**config.mk**
```make
export PLATFORM = sky130hd
export DESIGN_NAME = ggs_ctrl
export DESIGN_NICKNAME = d
export VERILOG_FILES = /design/src/rtl/core/ggs_pkg.sv /design/src/rtl/core/ggs_ctrl.sv
export SDC_FILE = /design/constraint.sdc
export NUM_CORES = 1
export LEC_CHECK = 0
export BUFFER_PORTS_ARGS = -buffer_cell sky130_fd_sc_hd__buf_4
export CAP_MARGIN = 20
export CORE_AREA = 10 10 47 49
export DETAILED_ROUTE_END_ITERATION = 10
export DIE_AREA = 0 0 57 59
export PLACE_DENSITY = 0.54
export SETUP_SLACK_MARGIN = 0.1
export SYNTH_ARGS = -nofsm -noshare
export SYNTH_HDL_FRONTEND = slang
export SYNTH_SLANG_ARGS = --single-unit
```
**constraint.sdc**
```tcl
create_clock -name aclk -period 1.4 [get_ports aclk]
set_input_delay 0.21 -clock aclk [delete_from_list [all_inputs] [get_ports aclk]]
set_output_delay 0.21 -clock aclk [all_outputs]
set_load 0.01 [all_outputs]
```
**src/rtl/core/ggs_pkg.sv**
```systemverilog
// Shared constants, codes and control types of the generation-step core.
`timescale 1ns / 1ps

package ggs_pkg;

    localparam int POP_SIZE   = 64;
    localparam int CHROM_BITS = 16;
    localparam int FIT_BITS   = 16;
    localparam int FRAC_BITS  = 16;
    localparam int TOTAL_W    = 22;
    localparam int SLOT_W     = $clog2(POP_SIZE);
    localparam int CNT_W      = $clog2(POP_SIZE + 1);
    localparam int PADDR_W    = 3;
    localparam int PDATA_W    = 32;
    localparam int THR_W      = 16;
    localparam int PCNT_W     = 7;
    localparam int PROD_W     = TOTAL_W + FRAC_BITS;

    localparam logic [THR_W-1:0]  THR_RESET  = THR_W'(45875);
    localparam logic [PCNT_W-1:0] PCNT_RESET = PCNT_W'(50);
    localparam logic [TOTAL_W-1:0] TOTAL_MAX = {TOTAL_W{1'b1}};

    typedef enum logic [1:0] {
        MODE_LOAD    = 2'd0,
        MODE_FITNESS = 2'd1,
        MODE_BREED   = 2'd2,
        MODE_NONE    = 2'd3
    } mode_t;

    typedef enum logic {
        REG_XOVER_THR = 1'b0,
        REG_POP_COUNT = 1'b1
    } reg_idx_t;

    typedef enum logic [2:0] {
        WR_NONE,
        WR_PAR_I,
        WR_PAR_J,
        WR_NEXT0,
        WR_NEXT1
    } wr_sel_t;

    typedef enum logic [3:0] {
        ST_IDLE,
        ST_TGT_A,
        ST_TGT_B,
        ST_WALK,
        ST_RD_I,
        ST_RD_J,
        ST_CALC,
        ST_WR_PI,
        ST_WR_PJ,
        ST_WR_N0,
        ST_WR_N1,
        ST_EMIT0,
        ST_EMIT1
    } state_t;

    typedef struct packed {
        logic    accept;
        logic    mul_en;
        logic    mul_b;
        logic    walk_start;
        logic    rd_j;
        logic    latch_gi;
        logic    calc;
        wr_sel_t wr_sel;
        logic    load_beat;
        logic    beat_last;
    } cmd_t;

    typedef struct packed {
        logic walk_busy;
        logic out_free;
    } status_t;

endpackage

```
**src/rtl/core/ggs_ctrl.sv**
```systemverilog
// Sequencer of the generation-step core: accepts beats and steps the breed sequence.
`timescale 1ns / 1ps

module ggs_ctrl (
    input  logic             aclk,
    input  logic             aresetn,
    input  logic             s_valid,
    output logic             s_ready,
    input  logic [1:0]       s_mode,
    input  ggs_pkg::status_t status,
    output ggs_pkg::cmd_t    cmd
);

    ggs_pkg::state_t state_reg, state_next;

    always_ff @(posedge aclk) begin
        if (!aresetn) begin
            state_reg <= ggs_pkg::ST_IDLE;
        end else begin
            state_reg <= state_next;
        end
    end

    always_comb begin
        state_next = state_reg;
        unique case (state_reg)
            ggs_pkg::ST_IDLE: begin
                if (s_valid && (s_mode == ggs_pkg::MODE_BREED)) begin
                    state_next = ggs_pkg::ST_TGT_A;
                end
            end
            ggs_pkg::ST_TGT_A: state_next = ggs_pkg::ST_TGT_B;
            ggs_pkg::ST_TGT_B: state_next = ggs_pkg::ST_WALK;
            ggs_pkg::ST_WALK: begin
                if (!status.walk_busy) begin
                    state_next = ggs_pkg::ST_RD_I;
                end
            end
            ggs_pkg::ST_RD_I:  state_next = ggs_pkg::ST_RD_J;
            ggs_pkg::ST_RD_J:  state_next = ggs_pkg::ST_CALC;
            ggs_pkg::ST_CALC:  state_next = ggs_pkg::ST_WR_PI;
            ggs_pkg::ST_WR_PI: state_next = ggs_pkg::ST_WR_PJ;
            ggs_pkg::ST_WR_PJ: state_next = ggs_pkg::ST_WR_N0;
            ggs_pkg::ST_WR_N0: state_next = ggs_pkg::ST_WR_N1;
            ggs_pkg::ST_WR_N1: state_next = ggs_pkg::ST_EMIT0;
            ggs_pkg::ST_EMIT0: begin
                if (status.out_free) begin
                    state_next = ggs_pkg::ST_EMIT1;
                end
            end
            ggs_pkg::ST_EMIT1: begin
                if (status.out_free) begin
                    state_next = ggs_pkg::ST_IDLE;
                end
            end
            default: state_next = ggs_pkg::ST_IDLE;
        endcase
    end

    always_comb begin
        cmd     = '0;
        s_ready = 1'b0;
        unique case (state_reg)
            ggs_pkg::ST_IDLE: begin
                s_ready    = 1'b1;
                cmd.accept = s_valid;
            end
            ggs_pkg::ST_TGT_A: cmd.mul_en = 1'b1;
            ggs_pkg::ST_TGT_B: begin
                cmd.mul_en     = 1'b1;
                cmd.mul_b      = 1'b1;
                cmd.walk_start = 1'b1;
            end
            ggs_pkg::ST_WALK:  ;
            ggs_pkg::ST_RD_I:  ;
            ggs_pkg::ST_RD_J: begin
                cmd.rd_j     = 1'b1;
                cmd.latch_gi = 1'b1;
            end
            ggs_pkg::ST_CALC:  cmd.calc   = 1'b1;
            ggs_pkg::ST_WR_PI: cmd.wr_sel = ggs_pkg::WR_PAR_I;
            ggs_pkg::ST_WR_PJ: cmd.wr_sel = ggs_pkg::WR_PAR_J;
            ggs_pkg::ST_WR_N0: cmd.wr_sel = ggs_pkg::WR_NEXT0;
            ggs_pkg::ST_WR_N1: cmd.wr_sel = ggs_pkg::WR_NEXT1;
            ggs_pkg::ST_EMIT0: cmd.load_beat = status.out_free;
            ggs_pkg::ST_EMIT1: begin
                cmd.load_beat = status.out_free;
                cmd.beat_last = 1'b1;
            end
            default: ;
        endcase
    end

endmodule

```
### Word-level counts from Yosys, hierarchy flattened

Cells that the tools add are included.

| cells by class | value |
|---|---|
| reductions and logical operators | 5 |
| eq/ne operators | 17 |
| multiplexer cells | 14 |

Operators with widths:

| kind | number |
|---|---|
| $pmux 4 s13 | 1 |
| $eq 4x4->1 const B | 5 |
| $eq 4x3->1 const B | 4 |
| $mux 4 | 4 |
| $pmux 3 s4 | 1 |
| $eq 4x2->1 const B | 2 |
| $ne 2x2->1 const B | 4 |
| $mux 1 | 6 |
| $eq 4x1->1 const B | 1 |
| $logic_not 4->1 | 1 |
| $mux 2 | 2 |
| $reduce_and 4->1 | 1 |
| $reduce_or 2->1 | 2 |
| $eq 2x2->1 const B | 1 |
| $logic_and 1x1->1 | 1 |

| word-level totals | value |
|---|---|
| bits of input ports | 7 |
| bits in registers | 4 |
| output and inout port bits | 13 |

### Logic depth before layout (Yosys ltp)

Gate-level depths: netlist of the first run.

| logic depth | value |
|---|---|
| depth in word-level cells | 4 |
| depth in mapped cells | 5 |
| depth with buffers taken out | 4 |

### Least setup slack after synthesis of the first run

OpenSTA, ideal clock, no wires.

| timing | value |
|---|---|
| path kind | reg2out |
| start | reg state_reg[1] |
| end | out cmd[9] in the netlist's numbering |
| arrival time | 1.215 ns |
| data required time | 1.190 ns |
| path buffers | 2 |
| path slack | -0.025 ns |
| cell stages (with the launch flop) | 5 |
| cell sequence | dfxtp_1 -> buf_2 -> nand2b_1 -> nor3_1 -> buf_4 |

RTL lines:

| item | line | text |
|---|---|---|
| start: declaration | ggs_ctrl.sv:14 | `ggs_pkg::state_t state_reg, state_next;` |
| start signal: assignment | ggs_ctrl.sv:18 | `state_reg <= ggs_pkg::ST_IDLE;` |
| start signal: assignment | ggs_ctrl.sv:20 | `state_reg <= state_next;` |
| end: declaration | ggs_ctrl.sv:11 | `output ggs_pkg::cmd_t cmd` |

==> results of run 1 <==
[final timing paths]
kind                   to  slack [ps]
max               cmd[11]        -100
min          state_reg[3]         220
max reg2reg  state_reg[0]         140
min reg2reg  state_reg[2]         670
[layout make-up]
| type | instances | area, sq um |
|---|---|---|
| Inverter | 1 | 3.75 |
| Tap cell | 16 | 20.0 |
| Sequential cell | 4 | 95.1 |
| Timing Repair Buffer | 39 | 357 |
| Multi-Input combinational cell | 40 | 343 |
| Clock buffer | 3 | 22.5 |
| Fill cell | 133 | 561 |
[report_power, final]
group,internal [W],switching (W),total (W)
registers,0.000160,0.0000461,0.000206
clock network,0.0000961,0.0000513,0.000147
logic,0.000531,0.000398,0.000928
[per-stage QoR]
step | worst slack, ps | setup TNS, ps | hold slack, ps | std cells
floorplan | 100 | 0 | 338 | 51
detailed placement | 59.7 | 0 | 468 | 89
CTS | -107 | -276 | 212 | 95
global route | -161 | -639 | 253 | 103
finish | -102 | -183 | 218 | 103
global placement | 79.1 | 0 | 450 | 89
[synthesized netlist by cell type, drive strengths merged]
cell type  number  share of area
nor2            5          0.050
o22ai           1          0.017
nor2b           4          0.067
a21boi          1          0.020
and2            1          0.017
nor3            4          0.054
nand2b          3          0.050
nand3b          1          0.020
nand2           6          0.060
or2             1          0.017
o311a           1          0.027
a32oi           1          0.023
clkbuf          1          0.020
o21ai           2          0.027
buf             5          0.097
mux2i           1          0.027
a21oi           3          0.040
nand4           1          0.017
xnor2           1          0.023
dfxtp           4           0.21
and3b           2          0.047
nor4            1          0.057
inv             1          0.010
[routing by layer]
metal | vias to the layer above | global-route usage | part of all wire
li1 | 248 | - | -
met5 | - | 0 | 0
met4 | 0 | 0.0503 | 0.022
met3 | 5 | 0.0258 | 0.049
met1 | 223 | 0.0852 | 0.38
met2 | 16 | 0.140 | 0.54
[worst max-delay path: stages (launching register included)]
cell	delay, ps
dfxtp_4	340
buf_6	120
nor4_4	310
and2_4	190
buf_6	90
[kinds of logic after synthesis]
kind of cell	after synthesis	share of synthesized area
compound gates	9	0.154
xor+xnor	1	0.0234
buf+inv	7	0.127
flops	4	0.214
mux	1	0.0268
simple gates	29	0.455
[timing repair]
item,in CTS,in global routing
pin swaps,6,7
setup buffers,3,8
setup endpoints to repair,15,16
gates resized for setup,24,22
hold buffers,0,0
==> summary.md, run 1 <==
| Metric | Value |
|---|---|
| Synth Cell Area | 374 sq um |
| DIE AREA | 0.00336 sq mm |
| Post-layout net count | 96 |
| Setup-failing EPs final | 6 |
| Clock skew | 7.12 ps |
| R2R depth | 5 |
| Fin. Hold Viols | 0 |
| Initial antenna violation count | 0 |
| Vias in the first global route | 470 |
| Core box area | 0.00140 sq mm |
| RSZ-0062 raised after global routing | true |
| Period utilisation layout | 1.07 |
| CTS root buf | clkbuf_4 |
| Initial Utilization | 0.267 |
| Post-route DRC | 0 |
| CTS Buf Count | 3 |
| Row cnt | 14 |
| Maxcap violations | 0 |
| CTS tree | yes |
| HPWL after DPL | 983 um |
| Power per cell area | 1520 mW/mm^2 |
| Cell variety after synth | 26 |
| Initial DRT Pass Iterations | 4 |
| Critical path type | reg -> out |
| Most common cell after layout, fill and taps aside | buf_4 |
| Critical Path Source Type | flop |
| Mean Syn Cell Area | 7.34 sq um |
| Static Leak | 0.370 nW |
| Global-route wire length before repair | 2.22 mm |
| Max Slew Vio Count | 0 |
| Yosys reg bits | 4 |
| Port Buffers | 19 |
| Routed len/inst | 13.8 um |
| Diodes inserted | 0 |
| Slew @ Worst Pin | 262 ps |
| GRT Residual Overflow | 0 |
| Share of cells above drive strength 1 | 0.724 |
| Yosys warns | 0 |
| CTS sink count | 4 |
| Violated checks | negative setup slack |
| Drt total wl | 1.42 mm |
| CP arrival | 1290 ps |
| Crit-path max FO | 4 |
| Peak VDD IR | 0.000984 V |
| Outcome | complete, but fails checks |
| Die X | 57 um |
| # H-tree levels | 1 |
| Largest net degree at the start of global routing | 12 |
| Mapped Nets | 58 |
| Clk_lat worst skew | 240 ps |
| Cell count of the worst hold path | 2 |
| Cell area after layout | 841 sq um |
| Crit path time final | 1500 ps |
| Vias | 492 |
| Largest register FFs | 4 |
| Post-Synthesis Cells | 51 |
| Layout area overhead | 125% |
| Initial DRC Count | 4 |
| Die Y-Extent | 59 um |
| Core Util, Final | 0.600 |
| Pwr Total | 0.00128 W |
| Final Worst Setup Slack | -102 ps |
| Most frequent cells in the layout | buf_4 (23), buf_6 (15), nand2_1 (5) |
| Hold crit path type | in -> reg |
| Worst hold start | aresetn |
| CP Capture Type | primary output |
| CP startpoint | state_reg[2] |
| Max Clk Rate | 666 MHz |
| Placement Cell Area | 566 sq um |
| Longest Clk Path Bufs | 2 |
| CTS clk-pin slew, worst paths | 40 ps |
| Number of routed nets with antenna violations | 0 |
| Slew HR | 0.824 |
| Via density | 4.78 |
| FF-to-FF Start | state_reg[3] |
| Worst Path Required | 1190 ps |
| RD Place Congestion | 0.686 |
| # IOs | 20 |
| All-layer global routing usage | 0.0816 |
| Post-synthesis sequential area ratio | 0.214 |
(Power assumes the default switching activity.)
==> run 2, diff against run 1 <==
Settings changed: CTS_CLUSTER_DIAMETER from default to 200, SKIP_CTS_REPAIR_TIMING from default to 1.
==> run 2 against run 1 <==
Effect of this change: the run still ends with negative setup slack left; combinational power fell by 17%; register-to-register slack hardly changed; critical path depth did not move; sequential power barely moved; clock skew barely moved; global-route usage shrank 0.79 points; worst hold slack better by 2.8 ps; first-iteration DRC count is the same; sequential share of layout area grew 2.4 points; critical path type unchanged; highest routed layer unchanged.
==> summary.md, run 2 (synthesized netlist as in run 1, its figures left out) <==
| Metric | Value |
|---|---|
| Maxcap violations | 0 |
| Hold crit path type | in -> reg |
| Hold Path Sink | state_reg[3] |
| DIE AREA | 0.00336 sq mm |
| Longest Clk Path Bufs | 2 |
| Clk pwr share | 0.129 |
| Max Slew Vio Count | 0 |
| Share of cells above drive strength 1 | 0.641 |
| Slew HR | 0.828 |
| Port Buffers | 19 |
| Layout fillers | 157 |
| CTS root buf | clkbuf_4 |
| Power per cell area | 1650 mW/mm^2 |
| Layout area overhead | 80.3% |
| RD Place Congestion | 0.686 |
| Footprint of the multi-input gates | 292 sq um |
| Static Leak | 0.305 nW |
| Drt total wl | 1.24 mm |
| Setup TNS | -175 ps |
| Violated checks | negative setup slack |
| Pwr Total | 0.00111 W |
| R2R Setup Slk | 140 ps |
| Row cnt | 14 |
| Sequential cell area | 92.6 sq um |
| Routed len/inst | 13.2 um |
| Final Worst Setup Slack | -105 ps |
| CP Capture Type | primary output |
| Core box area | 0.00140 sq mm |
| Largest register FFs | 4 |
| CTS Buf Count | 3 |
| FF-to-FF Start | state_reg[1] |
| Initial Utilization | 0.267 |
| Slew @ Worst Pin | 255 ps |
| Crit path time final | 1510 ps |
| Die X | 57 um |
| RSZ-0062 raised after global routing | true |
| Post-Layout Cell Count | 94 |
| Global-route wire length before repair | 2.00 mm |
| Most frequent cells in the layout | buf_4 (25), nand2_1 (5), buf_6 (5) |
| Vias in the first global route | 447 |
| Placement Cell Area | 566 sq um |
| Peak VDD IR | 0.000714 V |
| Worst hold start | aresetn |
| Net Sw Power | 0.000416 W |
| R2R depth | 5 |
| Cell count of the worst hold path | 2 |
| Clk_lat worst skew | 240 ps |
| Die Y-Extent | 59 um |
| Fin. Hold Viols | 0 |
| Clock skew | 7.19 ps |
| Initial antenna violation count | 0 |
| Most common cell after layout, fill and taps aside | buf_4 |
| Max Clk Rate | 664 MHz |
| Largest net degree at the start of global routing | 12 |
| Post-route DRC | 0 |
| Crit-path max FO | 5 |
| CTS clk-pin slew, worst paths | 40 ps |
| Critical Path Source Type | flop |
| # H-tree levels | 1 |
| GRT Residual Overflow | 0 |
| Cell area after layout | 674 sq um |
| Post-layout net count | 87 |
| Initial DRT Pass Iterations | 4 |
| Number of routed nets with antenna violations | 0 |
| Vias | 447 |
| CP arrival | 1300 ps |
| Placed Cells incl. Taps | 89 |
| Sequential power share | 0.182 |
| Worst Path Required | 1190 ps |
| HPWL after DPL | 983 um |
| All-layer global routing usage | 0.0737 |
| CTS tree | yes |
| Combinational share of power | 0.689 |
| Period utilisation layout | 1.08 |
| Via density | 4.76 |
| Reg2Reg Capture Point | state_reg[0] |
| Diodes inserted | 0 |
| Core Util, Final | 0.481 |
| Critical path type | reg -> out |
| Initial DRC Count | 4 |
| Outcome | complete, but fails checks |
| # IOs | 20 |
| Internal | 0.000697 W |
| CTS sink count | 4 |
| Setup-failing EPs final | 2 |
| Switching Share | 0.374 |
==> run 2: worst max-delay path: stages (launching register included) <==
cell,delay [ps]
dfxtp_4,350
buf_6,120
nor4_4,310
and2_4,190
buf_6,90
==> run 2: worst max-delay path by stage <==
stage	from	to	slack, ps	cells after the start
global route	state_reg[1]	cmd[11]	-160	4
global placement	state_reg[2]	state_reg[0]	80	5
finish	state_reg[1]	cmd[11]	-110	4
detailed placement	state_reg[2]	state_reg[0]	60	5
CTS	state_reg[3]	cmd[2]	-200	5
floorplan	state_reg[1]	cmd[9]	100	4
==> run 2: metrics by stage <==
stage               worst slack (ps)  hold WS, ps
CTS                             -199          212
global route                    -157          233
detailed placement              59.7          468
finish                          -105          220
floorplan                        100          338
global placement                79.1          450
==> run 2: layout make-up <==
cell class	count	share of cell area
repair buffers	30	0.362
inverters	1	0.00557
well taps	16	0.0297
flip-flops and latches	4	0.137
multi-input cells	40	0.432
clock buffers	3	0.0334
==> run 2: power groups by stage <==
stage,Sequential [W],Combinational (W),Clock (W)
final,0.000203,0.000767,0.000143
after global routing,0.000211,0.000848,0.000160
after floorplan,0.000180,0.000368,0
after global placement,0.000189,0.000619,0
after CTS,0.000191,0.000620,0.000154
after detailed placement,0.000192,0.000619,0
==> run 2: layer usage <==
metal / vias up / share of wire / GRT usage
li1: 232 / - / -
met1: 198 / 0.43 / 0.0789
met2: 15 / 0.52 / 0.121
met3: 2 / 0.043 / 0.0236
met4: 0 / 0.0032 / 0.0503
met5: - / 0 / 0
==> run 3, diff against run 2 <==
Settings changed: REMOVE_ABC_BUFFERS from default to 1, TNS_END_PERCENT from default to 50.
==> run 3 against run 2 <==
Effect of this change: the run still ends with negative setup slack left; non-clock buffer count down 2; fmax up 5.5%; clock skew down 6.7 ps; power down 4.6%; worst hold slack better by 3.3 ps; critical path depth unchanged.
==> summary.md, run 3 (synthesized netlist as in run 1, its figures left out) <==
| Metric | Value |
|---|---|
| Outcome | complete, but fails checks |
| Violated checks | negative setup slack |
| Combinational share of power | 0.693 |
| Slew @ Worst Pin | 248 ps |
| Slew HR | 0.833 |
| Vias | 435 |
| Fin. Hold Viols | 0 |
| Clock skew | 0.513 ps |
| CP arrival | 1220 ps |
| Initial DRC Count | 1 |
| Core box area | 0.00140 sq mm |
| Layout fillers | 138 |
| Peak VDD IR | 0.000834 V |
| DIE AREA | 0.00336 sq mm |
| Die Y-Extent | 59 um |
| Longest Clk Path Bufs | 2 |
| Most common cell after layout, fill and taps aside | buf_4 |
| Max Slew Vio Count | 0 |
| Layout area overhead | 73.6% |
| CTS sink count | 4 |
| Final Worst Setup Slack | -26.7 ps |
| Vias in the first global route | 433 |
| Initial DRT Pass Iterations | 3 |
| Hold crit path type | in -> reg |
| Crit-path max FO | 4 |
| Largest register FFs | 4 |
| Port Buffers | 19 |
| Post-route DRC | 0 |
| RD Place Congestion | 0.732 |
| Pre-CTS worst setup slack | 13.5 ps |
| Switching Share | 0.372 |
| FF-to-FF Start | state_reg[0] |
| Initial Utilization | 0.267 |
| Drt total wl | 1.06 mm |
| Worst Path Required | 1190 ps |
| HPWL after DPL | 834 um |
| Period utilisation layout | 1.02 |
| Placement Cell Area | 546 sq um |
| Net Sw Power | 0.000395 W |
| Crit path time final | 1430 ps |
| # IOs | 20 |
| Sequential power share | 0.178 |
| Critical path type | reg -> out |
| CP startpoint | state_reg[1] |
| CTS root buf | clkbuf_4 |
| Maxcap violations | 0 |
| RSZ-0062 raised after global routing | true |
| Routed len/inst | 11.5 um |
| Global-route wire length before repair | 1.69 mm |
| CTS Buf Count | 3 |
| Die X | 57 um |
| Setup-failing EPs final | 2 |
| # H-tree levels | 1 |
| Diodes inserted | 0 |
| Clk pwr share | 0.130 |
| Setup TNS | -27.1 ps |
| Power per cell area | 1640 mW/mm^2 |
| CTS tree | yes |
| Row cnt | 14 |
| All-layer global routing usage | 0.0621 |
| Via density | 4.73 |
| GRT Residual Overflow | 0 |
| Initial antenna violation count | 0 |
| Share of cells above drive strength 1 | 0.605 |
| Cell area after layout | 649 sq um |
| Critical Path Source Type | flop |
| Max Clk Rate | 701 MHz |
| Worst hold start | aresetn |
| Post-layout net count | 85 |
| Static Leak | 0.286 nW |
| Internal | 0.000667 W |
| CP Capture Type | primary output |
| Most frequent cells in the layout | buf_4 (22), nand2_1 (6), buf_6 (5) |
| CTS clk-pin slew, worst paths | 40 ps |
| Largest net degree at the start of global routing | 12 |
| Clk_lat worst skew | 230 ps |
| Number of routed nets with antenna violations | 0 |
## run 3: through the flow
step           cells  total power [W]  hold WS (ps)  utilization
2_1_floorplan     45         0.000500           338            -
3_3_place_gp      87         0.000817           453        0.389
3_5_place_dp      87         0.000806           457        0.389
4_1_cts           90         0.000952           216        0.405
5_1_grt           92          0.00115           231        0.463
6_report          92          0.00106           224        0.463
## run 3: final cells by class
class,count,area (sq um),area share
Sequential cell,4,90.1,0.139
Multi-Input combinational cell,40,287,0.441
Clock buffer,3,22.5,0.0347
Timing Repair Buffer,28,226,0.349
Tap cell,16,20.0,0.0308
Inverter,1,3.75,0.00578
## run 3: layer usage
layer | vias to the layer above | global-route usage | share of wire
met3 | 0 | 0.0150 | 0.031
li1 | 225 | - | -
met4 | 0 | 0.0503 | 0
met1 | 206 | 0.0568 | 0.37
met5 | - | 0 | 0
met2 | 4 | 0.115 | 0.59
## run 3: final timing paths
| check | to | slack, ps | depth (start not counted) |
|---|---|---|---|
| worst max-delay path | cmd[11] | -30 | 4 |
| worst min-delay path | state_reg[3] | 220 | 2 |
| worst max register to register | state_reg[0] | 180 | 5 |
| worst min register to register | state_reg[1] | 670 | 3 |
## run 3: worst max-delay path: stages, from the launching register on
cell and delay [ps]:
dfxtp_2 330, buf_6 120, nor4_4 250, and2_4 190, buf_6 90
## run 3: power groups by stage
stage / combinational, W / sequential [W] / clock, W
after CTS: 0.000626 / 0.000180 / 0.000146
after global routing: 0.000806 / 0.000196 / 0.000152
after floorplan: 0.000270 / 0.000230 / 0
after detailed placement: 0.000624 / 0.000182 / 0
final: 0.000736 / 0.000189 / 0.000138
after global placement: 0.000630 / 0.000187 / 0
