`config.mk`:
```
export PLATFORM = sky130hd
export DESIGN_NAME = ggs_datapath
export DESIGN_NICKNAME = d
export VERILOG_FILES = /design/src/rtl/core/ggs_pkg.sv /design/src/rtl/core/ggs_datapath.sv
export SDC_FILE = /design/constraint.sdc
export NUM_CORES = 2
export LEC_CHECK = 0
export ABC_AREA = 1
export BUFFER_PORTS_ARGS = -buffer_cell sky130_fd_sc_hd__buf_2
export CORE_AREA = 10 10 670 672
export DETAILED_ROUTE_END_ITERATION = 7
export DIE_AREA = 0 0 680 682
export GPL_TIMING_DRIVEN = 0
export MAX_ROUTING_LAYER = met4
export PLACE_DENSITY = 0.51
export SLEW_MARGIN = 20
export SYNTH_ARGS = -nofsm -noshare
export SYNTH_HDL_FRONTEND = slang
export SYNTH_SLANG_ARGS = --single-unit
```
`constraint.sdc`:
```
create_clock -name aclk -period 6.7 [get_ports aclk]
set_input_delay 0.335 -clock aclk [delete_from_list [all_inputs] [get_ports aclk]]
set_output_delay 0.335 -clock aclk [all_outputs]
set_load 0.05 [all_outputs]
```
`src/rtl/core/ggs_pkg.sv`:
```
// Shared constants, codes and control types of the generation-step core.
`timescale 1ns / 1ps

package ggs_pkg;

    localparam int POP_SIZE   = 64;
    localparam int CHROM_BITS = 16;
    localparam int FIT_BITS   = 16;
    localparam int FRAC_BITS  = 16;
    localparam int TOTAL_W    = 22;
    localparam int SLOT_W     = $clog2(POP_SIZE);
    localparam int CNT_W      = $clog2(POP_SIZE + 1);
    localparam int PADDR_W    = 3;
    localparam int PDATA_W    = 32;
    localparam int THR_W      = 16;
    localparam int PCNT_W     = 7;
    localparam int PROD_W     = TOTAL_W + FRAC_BITS;

    localparam logic [THR_W-1:0]  THR_RESET  = THR_W'(45875);
    localparam logic [PCNT_W-1:0] PCNT_RESET = PCNT_W'(50);
    localparam logic [TOTAL_W-1:0] TOTAL_MAX = {TOTAL_W{1'b1}};

    typedef enum logic [1:0] {
        MODE_LOAD    = 2'd0,
        MODE_FITNESS = 2'd1,
        MODE_BREED   = 2'd2,
        MODE_NONE    = 2'd3
    } mode_t;

    typedef enum logic {
        REG_XOVER_THR = 1'b0,
        REG_POP_COUNT = 1'b1
    } reg_idx_t;

    typedef enum logic [2:0] {
        WR_NONE,
        WR_PAR_I,
        WR_PAR_J,
        WR_NEXT0,
        WR_NEXT1
    } wr_sel_t;

    typedef enum logic [3:0] {
        ST_IDLE,
        ST_TGT_A,
        ST_TGT_B,
        ST_WALK,
        ST_RD_I,
        ST_RD_J,
        ST_CALC,
        ST_WR_PI,
        ST_WR_PJ,
        ST_WR_N0,
        ST_WR_N1,
        ST_EMIT0,
        ST_EMIT1
    } state_t;

    typedef struct packed {
        logic    accept;
        logic    mul_en;
        logic    mul_b;
        logic    walk_start;
        logic    rd_j;
        logic    latch_gi;
        logic    calc;
        wr_sel_t wr_sel;
        logic    load_beat;
        logic    beat_last;
    } cmd_t;

    typedef struct packed {
        logic walk_busy;
        logic out_free;
    } status_t;

endpackage

```
`src/rtl/core/ggs_datapath.sv`:
```
// Datapath of the generation-step core: stores, roulette walk, crossover and output beat.
`timescale 1ns / 1ps

module ggs_datapath (
    input  logic                               aclk,
    input  logic                               aresetn,
    input  ggs_pkg::cmd_t                      cmd,
    output ggs_pkg::status_t                   status,
    input  logic [ggs_pkg::THR_W-1:0]          xover_thr,
    input  logic [ggs_pkg::PCNT_W-1:0]         pop_count,
    input  logic [1:0]                         s_mode,
    input  logic [ggs_pkg::SLOT_W-1:0]         s_slot,
    input  logic [ggs_pkg::CHROM_BITS-1:0]     s_genes,
    input  logic [ggs_pkg::FIT_BITS-1:0]       s_fitness_value,
    input  logic [ggs_pkg::FRAC_BITS-1:0]      s_slice_a,
    input  logic [ggs_pkg::FRAC_BITS-1:0]      s_slice_b,
    input  logic [ggs_pkg::FRAC_BITS-1:0]      s_cross_draw,
    input  logic [3:0]                         s_cross_point,
    input  logic [ggs_pkg::CHROM_BITS-1:0]     s_flip_mask_a,
    input  logic [ggs_pkg::CHROM_BITS-1:0]     s_flip_mask_b,
    output logic                               m_valid,
    input  logic                               m_ready,
    output logic [ggs_pkg::SLOT_W-1:0]         m_child_position,
    output logic [ggs_pkg::CHROM_BITS-1:0]     m_child_genes,
    output logic [ggs_pkg::SLOT_W-1:0]         m_parent_slot,
    output logic                               m_last,
    output logic                               m_generation_done
);

    localparam int CW = ggs_pkg::CHROM_BITS;
    localparam int SW = ggs_pkg::SLOT_W;
    localparam int TW = ggs_pkg::TOTAL_W;

    logic [CW-1:0] pop_mem [2*ggs_pkg::POP_SIZE];
    logic [ggs_pkg::FIT_BITS-1:0] fit_mem [ggs_pkg::POP_SIZE];

    logic [ggs_pkg::FRAC_BITS-1:0] slice_a_reg, slice_b_reg, draw_reg;
    logic [3:0]                    cp_reg;
    logic [CW-1:0]                 mask_a_reg, mask_b_reg;

    logic [TW-1:0]             total_reg;
    logic [ggs_pkg::CNT_W-1:0] fill_reg;
    logic                      bank_reg;

    logic [ggs_pkg::PROD_W-1:0] tgt_a_reg, tgt_b_reg, prod;

    logic                      issue_reg, q_vld_reg;
    logic [ggs_pkg::CNT_W-1:0] rd_cnt_reg;
    logic [SW-1:0]             q_idx_reg;
    logic [ggs_pkg::FIT_BITS-1:0] fit_q_reg;
    logic [TW-1:0]             cum_reg, cum_sum;
    logic                      found_a_reg, found_b_reg, hit_a, hit_b;
    logic [SW-1:0]             pi_reg, pj_reg;

    logic [CW-1:0] pop_q_reg, gi_reg, c1_reg, c2_reg, keep, x1, x2;
    logic          do_cross;

    logic [ggs_pkg::CNT_W-1:0] n_clamp, n_eff, fill_inc;
    logic                      done;
    logic [TW:0]               total_sum;

    logic          we;
    logic [SW:0]   waddr, raddr;
    logic [CW-1:0] wdata;

    logic out_vld_reg;

    always_comb begin
        if (pop_count < ggs_pkg::CNT_W'(2)) begin
            n_clamp = ggs_pkg::CNT_W'(2);
        end else if (pop_count > ggs_pkg::CNT_W'(ggs_pkg::POP_SIZE)) begin
            n_clamp = ggs_pkg::CNT_W'(ggs_pkg::POP_SIZE);
        end else begin
            n_clamp = pop_count;
        end
        n_eff = {n_clamp[ggs_pkg::CNT_W-1:1], 1'b0};
    end

    assign fill_inc = fill_reg + ggs_pkg::CNT_W'(2);
    assign done     = (fill_inc >= n_eff);

    always_ff @(posedge aclk) begin
        if (cmd.accept) begin
            slice_a_reg <= s_slice_a;
            slice_b_reg <= s_slice_b;
            draw_reg    <= s_cross_draw;
            cp_reg      <= s_cross_point;
            mask_a_reg  <= s_flip_mask_a;
            mask_b_reg  <= s_flip_mask_b;
        end
    end

    assign total_sum = {1'b0, total_reg} + (TW + 1)'(s_fitness_value);

    always_ff @(posedge aclk) begin
        if (!aresetn) begin
            total_reg <= '0;
            fill_reg  <= '0;
            bank_reg  <= 1'b0;
        end else if (cmd.accept && (s_mode == ggs_pkg::MODE_FITNESS)) begin
            total_reg <= total_sum[TW] ? ggs_pkg::TOTAL_MAX : total_sum[TW-1:0];
        end else if (cmd.load_beat && cmd.beat_last) begin
            if (done) begin
                total_reg <= '0;
                fill_reg  <= '0;
                bank_reg  <= ~bank_reg;
            end else begin
                fill_reg  <= fill_inc;
            end
        end
    end

    always_ff @(posedge aclk) begin
        if (cmd.accept && (s_mode == ggs_pkg::MODE_FITNESS)) begin
            fit_mem[s_slot] <= s_fitness_value;
        end
        fit_q_reg <= fit_mem[rd_cnt_reg[SW-1:0]];
    end

    assign prod = ggs_pkg::PROD_W'(cmd.mul_b ? slice_b_reg : slice_a_reg)
                * ggs_pkg::PROD_W'(total_reg);

    always_ff @(posedge aclk) begin
        if (cmd.mul_en) begin
            if (cmd.mul_b) begin
                tgt_b_reg <= prod;
            end else begin
                tgt_a_reg <= prod;
            end
        end
    end

    assign cum_sum = cum_reg + TW'(fit_q_reg);
    assign hit_a   = ({cum_sum, {ggs_pkg::FRAC_BITS{1'b0}}} >= tgt_a_reg);
    assign hit_b   = ({cum_sum, {ggs_pkg::FRAC_BITS{1'b0}}} >= tgt_b_reg);

    always_ff @(posedge aclk) begin
        if (!aresetn) begin
            issue_reg   <= 1'b0;
            q_vld_reg   <= 1'b0;
            rd_cnt_reg  <= '0;
            found_a_reg <= 1'b0;
            found_b_reg <= 1'b0;
        end else if (cmd.walk_start) begin
            issue_reg   <= 1'b1;
            q_vld_reg   <= 1'b0;
            rd_cnt_reg  <= '0;
            found_a_reg <= 1'b0;
            found_b_reg <= 1'b0;
        end else begin
            q_vld_reg <= issue_reg;
            if (issue_reg) begin
                q_idx_reg  <= rd_cnt_reg[SW-1:0];
                rd_cnt_reg <= rd_cnt_reg + ggs_pkg::CNT_W'(1);
                if (rd_cnt_reg + ggs_pkg::CNT_W'(1) == n_eff) begin
                    issue_reg <= 1'b0;
                end
            end
            if (q_vld_reg) begin
                if (!found_a_reg && hit_a) begin
                    found_a_reg <= 1'b1;
                end
                if (!found_b_reg && hit_b) begin
                    found_b_reg <= 1'b1;
                end
            end
        end
    end

    always_ff @(posedge aclk) begin
        if (cmd.walk_start) begin
            cum_reg <= '0;
            pi_reg  <= SW'(n_eff - ggs_pkg::CNT_W'(1));
            pj_reg  <= SW'(n_eff - ggs_pkg::CNT_W'(1));
        end else if (q_vld_reg) begin
            cum_reg <= cum_sum;
            if (!found_a_reg && hit_a) begin
                pi_reg <= q_idx_reg;
            end
            if (!found_b_reg && hit_b) begin
                pj_reg <= q_idx_reg;
            end
        end
    end

    assign status.walk_busy = issue_reg | q_vld_reg;

    assign raddr = {bank_reg, cmd.rd_j ? pj_reg : pi_reg};

    always_comb begin
        we    = 1'b1;
        waddr = {bank_reg, pi_reg};
        wdata = c1_reg;
        unique case (cmd.wr_sel)
            ggs_pkg::WR_PAR_I: ;
            ggs_pkg::WR_PAR_J: begin
                waddr = {bank_reg, pj_reg};
                wdata = c2_reg;
            end
            ggs_pkg::WR_NEXT0: waddr = {~bank_reg, fill_reg[SW-1:0]};
            ggs_pkg::WR_NEXT1: begin
                waddr = {~bank_reg, fill_reg[SW-1:0] + SW'(1)};
                wdata = c2_reg;
            end
            default: begin
                we    = cmd.accept && (s_mode == ggs_pkg::MODE_LOAD);
                waddr = {bank_reg, s_slot};
                wdata = s_genes;
            end
        endcase
    end

    always_ff @(posedge aclk) begin
        if (we) begin
            pop_mem[waddr] <= wdata;
        end
        pop_q_reg <= pop_mem[raddr];
    end

    assign do_cross = (draw_reg < xover_thr);
    assign keep     = ~({CW{1'b1}} >> cp_reg);
    assign x1       = do_cross ? ((gi_reg & keep) | (pop_q_reg & ~keep)) : gi_reg;
    assign x2       = do_cross ? ((pop_q_reg & keep) | (gi_reg & ~keep)) : pop_q_reg;

    always_ff @(posedge aclk) begin
        if (cmd.latch_gi) begin
            gi_reg <= pop_q_reg;
        end
        if (cmd.calc) begin
            if (pi_reg == pj_reg) begin
                c1_reg <= gi_reg ^ mask_a_reg ^ mask_b_reg;
                c2_reg <= gi_reg ^ mask_a_reg ^ mask_b_reg;
            end else begin
                c1_reg <= x1 ^ mask_a_reg;
                c2_reg <= x2 ^ mask_b_reg;
            end
        end
    end

    assign status.out_free = !out_vld_reg || m_ready;

    always_ff @(posedge aclk) begin
        if (!aresetn) begin
            out_vld_reg <= 1'b0;
        end else if (cmd.load_beat) begin
            out_vld_reg <= 1'b1;
        end else if (m_ready) begin
            out_vld_reg <= 1'b0;
        end
    end

    always_ff @(posedge aclk) begin
        if (cmd.load_beat) begin
            m_child_position  <= fill_reg[SW-1:0] + SW'(cmd.beat_last);
            m_child_genes     <= cmd.beat_last ? c2_reg : c1_reg;
            m_parent_slot     <= cmd.beat_last ? pj_reg : pi_reg;
            m_last            <= cmd.beat_last;
            m_generation_done <= done;
        end
    end

    assign m_valid = out_vld_reg;

endmodule

```
Word level (Yosys, flattened, before mapping)
Memory sizes are Yosys's and may differ from the RTL's. A register that Yosys moved wholly into a read port is not among the register bits.
Index checks and enable logic that the tools add are counted.
- RAM bits: 3072
- output and inout bits: 33
- bits in registers: 320
- logic and storage cells: 134
- memories: 2
- $mul: 1
- reduce and logical (&&, ||, !) cells: 30
- shift operators: 1
- bitwise operators: 18
- $lt $le $gt $ge: 6
- add/sub/neg operators: 7
- equality and inequality tests: 7
- multiplexer cells: 33
- memory list (memory ; words ; width ; read ports ; clocked after Yosys merged registers in ; wr ports ; RTL line ; source):
    pop_mem ; 128 ; 16 ; 1 ; 1 ; 1 ; ggs_datapath.sv:34 ; logic [CW-1:0] pop_mem [2*ggs_pkg::POP_SIZE];
    fit_mem ; 64 ; 16 ; 1 ; 1 ; 1 ; ggs_datapath.sv:35 ; logic [ggs_pkg::FIT_BITS-1:0] fit_mem [ggs_pkg::POP_SIZE];
- operators with widths (kind ; number):
    $mux W16 ; 6
    $mux W22 ; 4
    $ge A38 B38 Y1 ; 2
    $and A16 B16 Y16 ; 4
    $xor A16 B16 Y16 ; 4
    $mux W6 ; 8
    $mul A16 B22 Y38 ; 1
    $not A16 Y16 ; 2
    $or A16 B16 Y16 ; 2
    $pmux W16 S2 ; 1
    $pmux W7 S4 ; 1
    $add A22 B16 Y23 ; 1
    $add A22 B16 Y22 ; 1
    $mux W7 ; 3
    $lt A16 B16 Y1 ; 1
    $reduce_and A2 Y1 ; 8
    $shr A16 B4 Y16 const A ; 1
    $reduce_bool A2 Y1 ; 6
    $mux W1 ; 10
    $add A7 B1 Y7 const B ; 1
    $add A7 B2 Y7 const B ; 1
    $eq A7 B7 Y1 ; 1
    $ge A7 B7 Y1 ; 1
    $gt A7 B7 Y1 const B ; 1
    18 further kinds ; 32

Longest topological paths before layout
- depth in word-level cells: 8
- gate-level depth with buffers: 31

Least setup slack after synthesis
No wires, ideal clock.
- path type: input to register
- start point: input cmd[9] (netlist name)
- end point: register tgt_a_reg[36] (netlist name), data pin
- path buffers: 2
- stages on the path: 28
- arrival time: 5.824 ns
- setup slack: 0.619 ns
- library setup time: 0.256 ns
- cells stage by stage: inv_1 -> clkbuf_1 -> or2_2 -> nand2_1 -> inv_1 -> clkbuf_1 -> nand2_1 -> fa_1 -> inv_1 -> fa_1 -> inv_1 -> fa_1 -> inv_1 -> fa_1 -> inv_1 -> fa_1 -> inv_1 -> fa_1 -> ha_1 -> nand2_1 -> nor2_1 -> nand2_1 -> o21ai_0 -> nand2_1 -> nand2_1 -> nand2_1 -> nand3_1 -> nand2_1
- longest elaborated chain between the ends: 2
- RTL lines (what ; RTL line ; source):
    from (decl) ; ggs_datapath.sv:7 ; input ggs_pkg::cmd_t cmd,
    $mux W16 ; ggs_datapath.sv:120 ; assign prod = ggs_pkg::PROD_W'(cmd.mul_b ? slice_b_reg : slice_a_reg)
    $mul A16 B22 Y38 ; ggs_datapath.sv:121 ; * ggs_pkg::PROD_W'(total_reg);
    named net prod (one bit) ; ggs_datapath.sv:45 ; logic [ggs_pkg::PROD_W-1:0] tgt_a_reg, tgt_b_reg, prod;
    to (signal assigned) ; ggs_datapath.sv:128 ; tgt_a_reg <= prod;
    to (decl) ; ggs_datapath.sv:45 ;
The timed path passes the listed nets, and every way through them passes these cells.
A chain may end at the register's enable or synchronous reset.

Worst setup path in the final report
- start point: register total_reg[9]
- end point: register tgt_a_reg[36] (netlist name), data pin
- longest elaborated chain between the ends: 1
- RTL lines (what ; RTL line ; source):
    from (decl) ; ggs_datapath.sv:41 ; logic [TW-1:0] total_reg;
    from (signal assigned) ; ggs_datapath.sv:101 ; total_reg <= total_sum[TW] ? ggs_pkg::TOTAL_MAX : total_sum[TW-1:0];
    $mul A16 B22 Y38 ; ggs_datapath.sv:121 ;
    named net prod (one bit) ; ggs_datapath.sv:45 ;
The timed path passes the listed nets, and every way through them passes these cells.

==> results.md <==
- Comb pwr share: 0.134
- Layout area overhead: 17.7%
- Largest family of logic cells by synthesized area: simple AND/OR/NAND/NOR gates
- PortBufs: about 190
- Crit Path Max Fanout: 10
- H-Tree Depth: 5
- Worst Hold Path Cells: 4
- Initial antenna violation count: 53
- Largest regs: pop_mem x2048, fit_mem x1024
- Setup Viol. Count Final: 0
- DRT iter0 DRCs: between 15000 and 20000
- Worst EP arrival: 7.15 ns
- Core area: 436000 µm²
- Unique masters post-synth: 54
- Cell with the most instances after synthesis: edfxtp_1
- Fmax: approximately 0.16 GHz
- Leak: 63.7 nW
- XOR/XNOR Fraction of Synth Area: 0.00565
- Skew-Pair Late Insertion Delay: between 1 and 1.5 ns
- Psw: between 10 and 15 mW
- Worst r2r src: total_reg[9]$_SDFFE_PN0P_
- Hold Crit Start: s_genes[6]
- Synth Net Count: roughly 14000
- Synth Flop Type: edfxtp_1
- Synth warn: 0
- Initial Utilization: 0.348
- Pwr per Cell Area: slightly below 300 nW/µm²
- Footprint of the multi-input gates: ~46000 µm²
- FILL cells: a little over 40000
- Max-cap violations: 0
- Worst Reg-to-Reg Cells: 24
- Register with the most flip-flops: pop_mem
- Num CTS Buffers: 373
- Reg area: 102000 µm²
- Synthesis-stage register bit count: 3422
- Clk sinks: approximately 3400
- Wirelength per Cell: about 30 µm
- Peak VDD IR: between 0.0002 and 0.00025 V
- Largest net degree at the start of global routing: 65
- Die ar.: 464000 µm²
- Sequential element share of the synthesized area: 0.670
- Slew at the pin with the worst max-slew slack: ~1.3 ns
- Post-synthesis mux area share: 0.00274
- Number of flops mapped to enable cells by yosys: around 3300
- Worst R2R Setup Slack: between 0.2 and 0.3 ns
- Largest cells by area after synthesis: edfxtp_1 66%, nand3_1 8.2%, nand2_1 7.0%
- Total GRT Usage: 0.264
- FF-to-FF End: tgt_a_reg[36]$_DFFE_PP_
- Post-Syn Area: between 150000 and 200000 µm²
- Post-synthesis adder-cell area fraction: 0.0542
- GP Congestion: slightly below 1
- Fin cells: 20100
- Synth top cells by count: 3327 x edfxtp_1, 2819 x nand2_1, 2502 x nand3_1
- Worst path required time: 7.41 ns
- Post-DRT Antenna Nets: 0
- Max Clock Skew: slightly above 0.07 ns
- Int Pwr: around 37 mW
- Final Util: 0.410
- Clock power share: 0.395
- Switching share of power: 0.279
- Number of global-route vias before repair: around 110k
- WL final: about 620 mm
- Vias per inst: 5.60
- Vias: between 100k and 150k
- Crit path capture type: flip-flop
- Synth Area in Compound Gates: 0.0432
- Chip Width: just under 700 µm
- Syn avg cell area: approximately 12 µm²
- Cells after synthesis: between 10000 and 15000
- DP HPWL: 441 mm
- Largest register FFs: 2048
- Share of the synthesized area in the top cell type: 0.658
- First-pass GRT wire length: 846 mm
- TritonCTS clock tree: built
- Layout Nets: 14700
- CP startpoint kind: flip-flop
- # DRC: 0
- Hold Path End: pop_mem[1][6]$_DFFE_PP_
- Dpl cells: 19300
- Worst Hold Class: input port to flip-flop
- Io pins: around 200
- Root buf cell: clkbuf_16
- Max transition margin: 0.108
- Sequential power share: 0.471
- Site row count: 243
- Clock-pin slew on the worst setup and hold paths: around 0.06 ns
- Fraction of layout cells with a size suffix above 1: 0.109
- Largest area contributor in the netlist: edfxtp_1
- Fraction of registers with async set/reset: 0
- Period Utilization, post-route: 0.962
- Max Slew Vio Count: 0
- Clock tree buffer depth: 4
- Overflow after GRT: 0
- Simple-gate portion of the synthesized area: 0.186
- WS Path Type: flip-flop to flip-flop
- Crit path time final: approximately 6.4 ns
- Outcome: complete, no violations
- Die Y-Extent: approximately 680 µm
- Hold Fails Final Rpt: 0
- DR pass1 iterations: 8
cells in the final DEF, fill, tap and decap left out, types with 280 or more instances in the layout:
cell       instances
nand3_1         2502
buf_2            379
inv_1            625
o21ai_0          640
fa_1             280
nand2_1         2789
clkbuf_16        376
nor2_1           877
clkbuf_1         464
edfxtp_1        3327
power groups by stage:
stage,Combinational (mW),Sequential [mW],Clock (mW)
after floorplan,3.14,25.0,0
after global placement,6.27,25.1,0
after detailed placement,6.64,24.9,0
after CTS,6.75,24.4,20.6
after global routing,7.28,24.4,21.4
final,6.96,24.4,20.5
kinds of logic after synthesis:
| group | Yosys count |
|---|---|
| xor gates and xnor gates | 98 |
| adders and majority gates | 490 |
| AOI/OAI and AO/OA | 1159 |
| and+or+nand+nor | 6562 |
| muxes | 37 |
| DFF | 3422 |
| buffers and inverters | 1419 |
area by class of cell:
cell class | count | area share
timing repair buffer | 491 | 0.0346
tap | 5757 | 0.0403
buffer | 767 | 0.0192
antenna | 26 | 0.000364
sequential | 3422 | 0.569
clock inverter | 204 | 0.0110
inverter | 646 | 0.0137
clock buffer | 472 | 0.0550
multi-input combinational | 8346 | 0.257
what timing repair did:
action                                  4_1_cts  5_1_grt
endpoints found under the hold margin       874        0
setup buffers                                 0        3
endpoints found under the setup margin       50       42
gates resized for setup                      50       76
hold buffers                                116        0
worst max-delay path by stage:
stage                     slack [ns]                 startpoint                 endpoint
final                           0.25  total_reg[9]$_SDFFE_PN0P_  tgt_a_reg[36]$_DFFE_PP_
after global routing           -0.02   slice_a_reg[3]$_DFFE_PP_  tgt_a_reg[36]$_DFFE_PP_
after CTS                     0.0007   slice_b_reg[6]$_DFFE_PP_  tgt_a_reg[33]$_DFFE_PP_
after detailed placement       -1.74                     cmd[9]  tgt_a_reg[36]$_DFFE_PP_
after global placement         -1.75                     cmd[9]  tgt_b_reg[36]$_DFFE_PP_
after floorplan                 0.62                     cmd[9]  tgt_a_reg[36]$_DFFE_PP_
metal layers:
| metal | up-vias | GRT usage | part of all wire |
|---|---|---|---|
| met5 | - | - | 0 |
| met4 | 0 | 0.0975 | 0.044 |
| li1 | 48300 | - | - |
| met1 | 56800 | 0.362 | 0.41 |
| met3 | 1073 | 0.0535 | 0.11 |
| met2 | 6494 | 0.390 | 0.44 |
worst max-delay path: stages, from the launching register on:
cell	delay (ns)
dfxtp_1	0.67
clkbuf_2	0.40
nand2_1	0.12
fa_1	0.49
inv_1	0.05
fa_1	0.48
inv_1	0.06
fa_1	0.51
inv_1	0.07
fa_1	0.49
fa_1	0.49
inv_1	0.05
fa_1	0.62
inv_1	0.08
ha_1	0.37
a21oi_2	0.23
o21ai_0	0.12
a21oi_1	0.22
o21ai_4	0.13
nand2_1	0.08
nand2_1	0.14
nand2_1	0.13
nand2_1	0.06
nand2_1	0.06
nand2_1	0.07
metrics by stage:
stage / setup slack (ns) / power, mW / hold slack, ns / TNS, ns / instance area [µm²]
after floorplan: 0.619 / 28.1 / 0.406 / 0 / 152000
after global placement: -1.75 / 31.4 / 0.414 / -665.10 / 160000
after detailed placement: -1.74 / 31.5 / 0.414 / -68.46 / 166000
after CTS: 0.000689 / 51.7 / 0.00327 / 0 / 179000
after global routing: -0.0157 / 53.1 / 0.0423 / -0.0314 / 179000
final: 0.254 / 51.8 / 0.0428 / 0 / 179000
Note: power is estimated with default switching activity, not from simulation.
